===== src/rtl/core/aifd_pkg.sv =====
// Shared constants, register indexes and the arctangent table for the fall detector.
`timescale 1ns / 1ps
`default_nettype none
package aifd_pkg;

  localparam int SAMPLE_WIDTH_DEF = 16;
  localparam int TIME_WIDTH_DEF   = 32;
  localparam int CORDIC_STEPS_DEF = 16;

  localparam int CFG_DATA_W  = 32;
  localparam int CFG_INDEX_W = 2;
  localparam int ANGLE_W     = 25;

  localparam logic [CFG_INDEX_W-1:0] REG_IMPACT  = 2'd0;
  localparam logic [CFG_INDEX_W-1:0] REG_TILT    = 2'd1;
  localparam logic [CFG_INDEX_W-1:0] REG_CONFIRM = 2'd2;

  localparam logic [15:0] IMPACT_RST  = 16'd10240;
  localparam logic [14:0] TILT_RST    = 15'd15360;
  localparam logic [31:0] CONFIRM_RST = 32'd2000;

  localparam logic [14:0] TILT_MAX = 15'd23040;

  localparam logic [1:0] ST_NORMAL    = 2'd0;
  localparam logic [1:0] ST_IMPACT    = 2'd1;
  localparam logic [1:0] ST_CANDIDATE = 2'd2;
  localparam logic [1:0] ST_CONFIRMED = 2'd3;

  // atan(2^-i) in 1/65536 degree
  function automatic logic [ANGLE_W-1:0] atan_tbl(input logic [4:0] idx);
    logic [ANGLE_W-1:0] v;
    unique case (idx)
      5'd0:    v = 25'd2949120;
      5'd1:    v = 25'd1740967;
      5'd2:    v = 25'd919879;
      5'd3:    v = 25'd466945;
      5'd4:    v = 25'd234379;
      5'd5:    v = 25'd117304;
      5'd6:    v = 25'd58666;
      5'd7:    v = 25'd29335;
      5'd8:    v = 25'd14668;
      5'd9:    v = 25'd7334;
      5'd10:   v = 25'd3667;
      5'd11:   v = 25'd1833;
      5'd12:   v = 25'd917;
      5'd13:   v = 25'd458;
      5'd14:   v = 25'd229;
      5'd15:   v = 25'd115;
      5'd16:   v = 25'd57;
      5'd17:   v = 25'd29;
      5'd18:   v = 25'd14;
      5'd19:   v = 25'd7;
      5'd20:   v = 25'd4;
      5'd21:   v = 25'd2;
      5'd22:   v = 25'd1;
      default: v = '0;
    endcase
    return v;
  endfunction

endpackage
`default_nettype wire


===== src/rtl/core/accel_impact_fall_detector.sv =====
// Top level: accelerometer magnitude, tilt and fall detection.
// One request at a time: in_stall stays high until the result register takes the result.
// Squares take one multiplier bit a cycle, roots one result bit, the CORDIC one iteration.
// The result register holds a finished result while the next request is taken.
// Reset (synchronous, active low) restores register defaults and clears candidate and status.
`timescale 1ns / 1ps
`default_nettype none
module accel_impact_fall_detector #(
  parameter int SAMPLE_WIDTH = aifd_pkg::SAMPLE_WIDTH_DEF,
  parameter int TIME_WIDTH   = aifd_pkg::TIME_WIDTH_DEF,
  parameter int CORDIC_STEPS = aifd_pkg::CORDIC_STEPS_DEF
) (
  input  wire                                 clk,
  input  wire                                 rst_n,
  input  wire                                 cfg_wr_en,
  input  wire  [aifd_pkg::CFG_INDEX_W-1:0]    cfg_index,
  input  wire  [aifd_pkg::CFG_DATA_W-1:0]     cfg_data,
  input  wire                                 in_valid,
  output logic                                in_stall,
  input  wire  signed [SAMPLE_WIDTH-1:0]      in_accel_x,
  input  wire  signed [SAMPLE_WIDTH-1:0]      in_accel_y,
  input  wire  signed [SAMPLE_WIDTH-1:0]      in_accel_z,
  input  wire  [TIME_WIDTH-1:0]               in_time_ms,
  output logic                                out_valid,
  input  wire                                 out_stall,
  output logic [15:0]                         out_magnitude,
  output logic [14:0]                         out_tilt_angle,
  output logic                                out_impact,
  output logic                                out_fall_confirmed,
  output logic [1:0]                          out_status
);

  localparam int SW    = SAMPLE_WIDTH;
  localparam int PW    = 2 * SW;
  localparam int SUMW  = 2 * SW + 2;
  localparam int RW    = SW + 1;
  localparam int REMW  = SW + 4;
  localparam int CW    = SW + 13;
  localparam int ZW    = aifd_pkg::ANGLE_W;
  localparam int CNTW  = $clog2(SW + CORDIC_STEPS + 2);

  typedef enum logic [4:0] {
    S_IDLE = 5'b00001,
    S_SQR  = 5'b00010,
    S_ROOT = 5'b00100,
    S_ROT  = 5'b01000,
    S_DONE = 5'b10000
  } state_t;

  state_t state_r, state_nxt;
  logic [CNTW-1:0] cnt_r, cnt_nxt;

  logic [15:0] thr_impact_r;
  logic [14:0] thr_tilt_r;
  logic [31:0] confirm_r;

  logic [SW-1:0] mp_x_r, mp_y_r, mp_z_r, az_abs_r;
  logic [PW-1:0] mc_x_r, mc_y_r, mc_z_r;
  logic [PW-1:0] acc_x_r, acc_y_r, acc_z_r;
  logic [PW-1:0] acc_x_nxt, acc_y_nxt, acc_z_nxt;
  logic [TIME_WIDTH-1:0] now_r;

  logic [SUMW-1:0] rad_m_r, rad_h_r;
  logic [REMW-1:0] rem_m_r, rem_h_r, rs_m, rs_h, tr_m, tr_h;
  logic [RW-1:0]   root_m_r, root_h_r, root_m_nxt, root_h_nxt;
  logic [REMW-1:0] rem_m_nxt, rem_h_nxt;

  logic signed [CW-1:0] x_r, y_r, sx, sy;
  logic signed [ZW-1:0] z_r, zt;

  logic                  cand_r;
  logic [TIME_WIDTH-1:0] cand_start_r;
  logic [1:0]            status_r;

  logic [31:0] mag32, dur32;
  logic [ZW-1:0] zr;
  logic [14:0] tilt;
  logic impact, cand_hit, confirmed;
  logic [TIME_WIDTH-1:0] start_eff, dur;
  logic [1:0] status_nxt;
  logic take;

  function automatic logic [SW-1:0] abs_s(input logic [SW-1:0] a);
    return a[SW-1] ? (~a + 1'b1) : a;
  endfunction

  assign in_stall = (state_r != S_IDLE);

  always_ff @(posedge clk) begin
    if (!rst_n) begin
      thr_impact_r <= aifd_pkg::IMPACT_RST;
      thr_tilt_r   <= aifd_pkg::TILT_RST;
      confirm_r    <= aifd_pkg::CONFIRM_RST;
    end else if (cfg_wr_en) begin
      unique case (cfg_index)
        aifd_pkg::REG_IMPACT:  thr_impact_r <= cfg_data[15:0];
        aifd_pkg::REG_TILT:    thr_tilt_r   <= cfg_data[14:0];
        aifd_pkg::REG_CONFIRM: confirm_r    <= cfg_data;
        default: ;
      endcase
    end
  end

  // shift-add squaring, one multiplier bit a cycle
  assign acc_x_nxt = acc_x_r + (mp_x_r[0] ? mc_x_r : '0);
  assign acc_y_nxt = acc_y_r + (mp_y_r[0] ? mc_y_r : '0);
  assign acc_z_nxt = acc_z_r + (mp_z_r[0] ? mc_z_r : '0);

  // digit-by-digit square roots, one result bit a cycle
  assign rs_m = {rem_m_r[REMW-3:0], rad_m_r[SUMW-1 -: 2]};
  assign rs_h = {rem_h_r[REMW-3:0], rad_h_r[SUMW-1 -: 2]};
  assign tr_m = REMW'({root_m_r, 2'b01});
  assign tr_h = REMW'({root_h_r, 2'b01});
  always_comb begin
    if (rs_m >= tr_m) begin
      rem_m_nxt  = rs_m - tr_m;
      root_m_nxt = {root_m_r[RW-2:0], 1'b1};
    end else begin
      rem_m_nxt  = rs_m;
      root_m_nxt = {root_m_r[RW-2:0], 1'b0};
    end
    if (rs_h >= tr_h) begin
      rem_h_nxt  = rs_h - tr_h;
      root_h_nxt = {root_h_r[RW-2:0], 1'b1};
    end else begin
      rem_h_nxt  = rs_h;
      root_h_nxt = {root_h_r[RW-2:0], 1'b0};
    end
  end

  assign sx = x_r >>> cnt_r;
  assign sy = y_r >>> cnt_r;
  assign zt = $signed(aifd_pkg::atan_tbl(5'(cnt_r)));

  // finish: tilt rounding and clamping, impact and confirmation tests, status update
  always_comb begin
    zr = ZW'(z_r + ZW'(128)) >> 8;
    if (z_r[ZW-1]) begin
      tilt = '0;
    end else if (zr > ZW'(aifd_pkg::TILT_MAX)) begin
      tilt = aifd_pkg::TILT_MAX;
    end else begin
      tilt = zr[14:0];
    end
    mag32     = 32'(root_m_r);
    impact    = mag32 > {16'd0, thr_impact_r};
    cand_hit  = tilt > thr_tilt_r;
    start_eff = cand_r ? cand_start_r : now_r;
    dur       = now_r - start_eff;
    dur32     = 32'(dur);
    confirmed = cand_hit && (dur32 >= confirm_r);
    status_nxt = impact ? aifd_pkg::ST_IMPACT : status_r;
    priority if (cand_hit) begin
      if (confirmed) begin
        status_nxt = aifd_pkg::ST_CONFIRMED;
      end else if (!impact) begin
        status_nxt = aifd_pkg::ST_CANDIDATE;
      end
    end else if (!impact) begin
      status_nxt = aifd_pkg::ST_NORMAL;
    end
  end

  assign take = (state_r == S_DONE) && (!out_valid || !out_stall);

  always_comb begin
    state_nxt = state_r;
    cnt_nxt   = cnt_r;
    unique case (state_r)
      S_IDLE: begin
        if (in_valid) begin
          state_nxt = S_SQR;
          cnt_nxt   = '0;
        end
      end
      S_SQR: begin
        cnt_nxt = cnt_r + 1'b1;
        if (cnt_r == CNTW'(SW - 1)) begin
          state_nxt = S_ROOT;
          cnt_nxt   = '0;
        end
      end
      S_ROOT: begin
        cnt_nxt = cnt_r + 1'b1;
        if (cnt_r == CNTW'(RW - 1)) begin
          state_nxt = S_ROT;
          cnt_nxt   = '0;
        end
      end
      S_ROT: begin
        cnt_nxt = cnt_r + 1'b1;
        if (cnt_r == CNTW'(CORDIC_STEPS - 1)) begin
          state_nxt = S_DONE;
        end
      end
      S_DONE: begin
        if (take) begin
          state_nxt = S_IDLE;
        end
      end
      default: state_nxt = S_IDLE;
    endcase
  end

  always_ff @(posedge clk) begin
    if (!rst_n) begin
      state_r      <= S_IDLE;
      cnt_r        <= '0;
      cand_r       <= 1'b0;
      cand_start_r <= '0;
      status_r     <= aifd_pkg::ST_NORMAL;
      out_valid    <= 1'b0;
    end else begin
      state_r <= state_nxt;
      cnt_r   <= cnt_nxt;
      if (take) begin
        out_valid <= 1'b1;
      end else if (out_valid && !out_stall) begin
        out_valid <= 1'b0;
      end
      if (take) begin
        cand_r       <= cand_hit;
        cand_start_r <= cand_hit ? start_eff : '0;
        status_r     <= status_nxt;
      end
    end
  end

  always_ff @(posedge clk) begin
    unique case (state_r)
      S_IDLE: begin
        mp_x_r   <= abs_s(in_accel_x);
        mp_y_r   <= abs_s(in_accel_y);
        mp_z_r   <= abs_s(in_accel_z);
        az_abs_r <= abs_s(in_accel_z);
        mc_x_r   <= PW'(abs_s(in_accel_x));
        mc_y_r   <= PW'(abs_s(in_accel_y));
        mc_z_r   <= PW'(abs_s(in_accel_z));
        acc_x_r  <= '0;
        acc_y_r  <= '0;
        acc_z_r  <= '0;
        now_r    <= in_time_ms;
      end
      S_SQR: begin
        acc_x_r <= acc_x_nxt;
        acc_y_r <= acc_y_nxt;
        acc_z_r <= acc_z_nxt;
        mp_x_r  <= mp_x_r >> 1;
        mp_y_r  <= mp_y_r >> 1;
        mp_z_r  <= mp_z_r >> 1;
        mc_x_r  <= mc_x_r << 1;
        mc_y_r  <= mc_y_r << 1;
        mc_z_r  <= mc_z_r << 1;
        rad_m_r  <= SUMW'(acc_x_nxt) + SUMW'(acc_y_nxt) + SUMW'(acc_z_nxt);
        rad_h_r  <= SUMW'(acc_x_nxt) + SUMW'(acc_y_nxt);
        rem_m_r  <= '0;
        rem_h_r  <= '0;
        root_m_r <= '0;
        root_h_r <= '0;
      end
      S_ROOT: begin
        rad_m_r  <= rad_m_r << 2;
        rad_h_r  <= rad_h_r << 2;
        rem_m_r  <= rem_m_nxt;
        rem_h_r  <= rem_h_nxt;
        root_m_r <= root_m_nxt;
        root_h_r <= root_h_nxt;
        x_r <= $signed(CW'({az_abs_r, 8'd0}));
        y_r <= $signed(CW'({root_h_nxt, 8'd0}));
        z_r <= '0;
      end
      S_ROT: begin
        if (y_r != '0) begin
          if (!y_r[CW-1]) begin
            x_r <= x_r + sy;
            y_r <= y_r - sx;
            z_r <= z_r + zt;
          end else begin
            x_r <= x_r - sy;
            y_r <= y_r + sx;
            z_r <= z_r - zt;
          end
        end
      end
      S_DONE: begin
        if (take) begin
          out_magnitude      <= (mag32 > 32'h0000_FFFF) ? 16'hFFFF : mag32[15:0];
          out_tilt_angle     <= tilt;
          out_impact         <= impact;
          out_fall_confirmed <= confirmed;
          out_status         <= status_nxt;
        end
      end
      default: ;
    endcase
  end

  a_tilt_range: assert property (@(posedge clk) disable iff (!rst_n)
    out_valid |-> out_tilt_angle <= aifd_pkg::TILT_MAX)
    else $error("tilt out of range");

  a_confirm_status: assert property (@(posedge clk) disable iff (!rst_n)
    out_valid && out_fall_confirmed |-> out_status == aifd_pkg::ST_CONFIRMED)
    else $error("confirmed fall without confirmed status");

  a_impact_status: assert property (@(posedge clk) disable iff (!rst_n)
    out_valid && out_status == aifd_pkg::ST_IMPACT |-> out_impact)
    else $error("impact status without impact");

  a_accept_starts: assert property (@(posedge clk) disable iff (!rst_n)
    in_valid && !in_stall |=> state_r == S_SQR)
    else $error("accepted request did not start squaring");

endmodule
`default_nettype wire


===== config.mk =====
export PLATFORM = sky130hd
export DESIGN_NAME = accel_impact_fall_detector
export DESIGN_NICKNAME = d
export VERILOG_FILES = /design/src/rtl/core/aifd_pkg.sv /design/src/rtl/core/accel_impact_fall_detector.sv
export SDC_FILE = /design/constraint.sdc
export NUM_CORES = 2
export LEC_CHECK = 0
export BUFFER_PORTS_ARGS = -buffer_cell sky130_fd_sc_hd__buf_2
export CAP_MARGIN = 30
export CORE_UTILIZATION = 50
export DETAILED_ROUTE_END_ITERATION = 8
export PLACE_DENSITY = 0.75
export SYNTH_ARGS = -nofsm -noshare
export SYNTH_HDL_FRONTEND = slang
export SYNTH_SLANG_ARGS = --single-unit

===== constraint.sdc =====
create_clock -name clk -period 9.7 [get_ports clk]
set_clock_uncertainty 0.2 [all_clocks]
set_input_delay 0.485 -clock clk [delete_from_list [all_inputs] [get_ports clk]]
set_output_delay 0.485 -clock clk [all_outputs]
set_load 0.02 [all_outputs]

==> metrics.txt <==
H-tree Lvls=3; Worst Setup End Kind=register; worst hold path startpoint=in_accel_z[8]; Max Freq=about 110 MHz; DRT Wirelength=129000 um; largest net degree at the start of global routing=roughly 190; WL/cell=19.4 um; share of layout cells above drive strength 1=8.91%; Routed Antenna Nets=0; RSZ-0062 raised after global routing=no; Synth Instances=between 5000 and 6000; max-cap viol count=0; TritonCTS clock tree=built; syn_area_per_cell=9.50 sq um; CP dominant cell by count=a21oi_1; Worst-Margin Slew=1.10 ns; DR vias/cell=6.01; total track usage=approximately a quarter; input/output buffers=about 160; peak per-stage delay on the critical path=about 0.96 ns; Yosys reg bits=674; period utilization=91.9%; Post-synth EDFFs=about 540; CP max FO=32; endpoints failing setup=0; number of cell rows=114; initial core utilization=between 50% and 60%; Crit Path Category=reg2reg; Syn Std Cell Area=49300 sq um; ys flop type=edfxtp_1; Hold Crit Class=in2reg; grt ovf=0; Seq/Total Area, Yosys=around 38%; initial antenna violation count=11; Slew Viols, Final=0; Slew headroom=a little over a quarter; Layout area overhead=10.7%; Core ar.=approximately 100000 sq um; # fillers=~8400; CP required=9.98 ns; Clock Path Buffers=3; Via Count=40000; synth warn=0; overall die width=316 um; Register Area=about 19000 sq um; Root Buffer=clkbuf_16; worst r2r src=mp_x_r[0]; Post-route DRC=0; die area=99800 sq um; DP HPWL=93700 um; gpl congestion=0.977; number of CTS-inserted buffers=79; CP startpoint=mp_x_r[0]; ys async rst share=0%; CTS clk-pin slew, worst paths=0.06 ns; final core utilization=56.1%; first-pass GRT wire length=202000 um; Final min period=between 8 and 9 ns; drt first-iter violations=3572; number of global-route vias before repair=about 37000; Distinct cells, synth=102; Setup TNS=0 ns; syn_nets=5696; io pins=156; TritonRoute pass-1 iters=6; clock sink count=between 600 and 700; critical path arrival=9.20 ns; CP Launch Type=register; Slowest-stage cell, CP=edfxtp_1; nets@finish=between 5000 and 6000; Clk Latency, worst-skew pair=0.66 ns; result of the run=finished clean; Setup Fix Bufs, Post-CTS=0; height of the die=about 320 um; final hold vios=0; Multi-input gate area=28600 sq um
## cell usage in the layout (no fill, tap or decap), types with 15 or more instances in the layout
cell type      netlist  final
nand3_1             78     77
nand2_1            506    503
o21ai_0            245    245
dlygate4sd3_1        0     66
nor3_1             139    139
o22ai_1             17     17
o211ai_1            49     49
xnor2_1            218    218
buf_2                6    155
mux2_2              26     26
a21boi_0            70     70
mux4_2              64     64
xor2_1             121    121
a211oi_1            48     48
ha_1               384    384
clkbuf_16            0     79
o21bai_1            24     24
and2_1             259    259
a31oi_1             44     44
o31ai_1             39     39
nor2b_1             97     97
dfxtp_1            130    127
and3_1              39     38
nand4_1             43     43
or2_2               25     25
mux2i_1             79     79
edfxtp_1           544    544
mux4_1              16     16
a21o_1             154    154
nor4_1              21     21
a21oi_1            361    361
or3_1               32     32
clkinv_1             5     15
clkbuf_1           174     18
buf_4                4     26
o21a_1             132    132
inv_1              242    240
nand2b_1            63     62
nor2_1             417    415
## kinds of logic (layout without fill, tap and decap cells)
kind of cell               count (synthesis)  count (layout)  share of synthesized area (%)
and+or+nand+nor                         1791            1791                           17.9
AOI/OAI and AO/OA                       1346            1346                           17.8
DFF                                      674             674                           38.5
buffers and inverters                    456             648                           3.68
adders and majority gates                393             393                           10.1
xor gates and xnor gates                 339             339                           6.03
muxes                                    185             185                           5.98
other                                      0               9                              0
## state kept, by name, indices dropped and copies added, names as in the netlist, 22 cells and up
signal,cells
rad_m_r,34
z_r,25
acc_x_r,32
mc_y_r,32
confirm_r,32
zt,22
y_r,29
rad_h_r,34
acc_y_r,32
acc_z_r,32
cand_start_r,32
mc_x_r,32
mc_z_r,32
x_r,29
now_r,32
## final cells by class
type                            instances  area share, %
Inverter                              248           1.71
Multi-Input combinational cell       4054           52.4
Timing Repair Buffer                  254           3.26
Sequential cell                       674           34.8
Antenna cell                            9         0.0413
Tap cell                             1276           2.93
Clock buffer                          101           3.85
Clock inverter                         45           1.03
## critical path: cells and delay by family (launching register included)
kind | cells | cell delay, ns
DFF | 1 | 0.96
AOI/OAI and AO/OA | 17 | 4.00
adders and majority gates | 3 | 0.91
xor gates and xnor gates | 1 | 0.17
and+or+nand+nor | 8 | 2.48
## path summary, 6_finish.rpt
check | end | slack [ns] | cells past startpoint
max | rad_m_r[32] | 0.78 | 29
min reg2reg | confirm_r[29] | 0.26 | 2
max reg2reg | rad_m_r[32] | 0.78 | 29
min | az_abs_r[8] | 0.04 | 2
## per-stage QoR
stage                     area (sq um)  hold slack (ns)  cells  setup WS, ns
after floorplan                  49300            0.243   5184          2.30
after global placement           51100            0.252   6437          1.17
after detailed placement         51100            0.258   6439          1.02
after CTS                        54500          0.00347   6651         0.947
after global routing             54500           0.0300   6658        0.0168
final                            54500           0.0423   6661         0.784
## cell usage after synthesis, drive strengths merged (9+ instances only)
library cell / n / area share (%)
and4: 12 / 0.21
nand2b: 63 / 0.80
a311oi: 10 / 0.18
xnor2: 218 / 3.9
ha: 384 / 9.8
nor2: 417 / 3.2
and2: 260 / 3.3
o31ai: 40 / 0.62
a21oi: 361 / 3.7
or4: 9 / 0.14
o21bai: 24 / 0.37
fa: 9 / 0.37
a2111oi: 11 / 0.28
nor3: 141 / 1.5
o21ai: 255 / 2.6
xor2: 121 / 2.2
o221ai: 12 / 0.21
edfxtp: 544 / 33
mux2: 26 / 0.59
or2: 25 / 0.32
a21o: 154 / 2.3
nand3: 79 / 0.81
nor2b: 97 / 1.2
o31a: 10 / 0.18
o211ai: 49 / 0.75
nor3b: 13 / 0.22
o22ai: 17 / 0.22
nand2: 507 / 3.9
a221oi: 9 / 0.16
inv: 243 / 1.9
mux4: 80 / 3.8
buf: 34 / 0.46
mux2i: 79 / 1.6
a31o: 12 / 0.21
nand3b: 11 / 0.17
a211oi: 49 / 0.76
clkbuf: 174 / 1.3
nor4: 22 / 0.29
and3: 39 / 0.50
nand4: 44 / 0.57
a31oi: 44 / 0.56
a21boi: 70 / 1.1
dfxtp: 130 / 5.3
o21a: 132 / 2.0
or3: 33 / 0.43
## timing repair
action                                 CTS  global route
gates resized for setup                  0             0
setup endpoints to repair                0             0
hold buffers                            66             0
endpoints found under the hold margin   82             0
## routing by layer
layer,up-vias,part of all wire [%],track usage [%]
met5,-,0.024,0
met4,4,4.5,11.3
met3,321,6.1,3.35
met2,1344,45,40.4
met1,19100,44,34.5
li1,19300,-,-
Power is not shown: default switching activity piles up to over one toggle a cycle in this logic, so the estimate is an artifact.
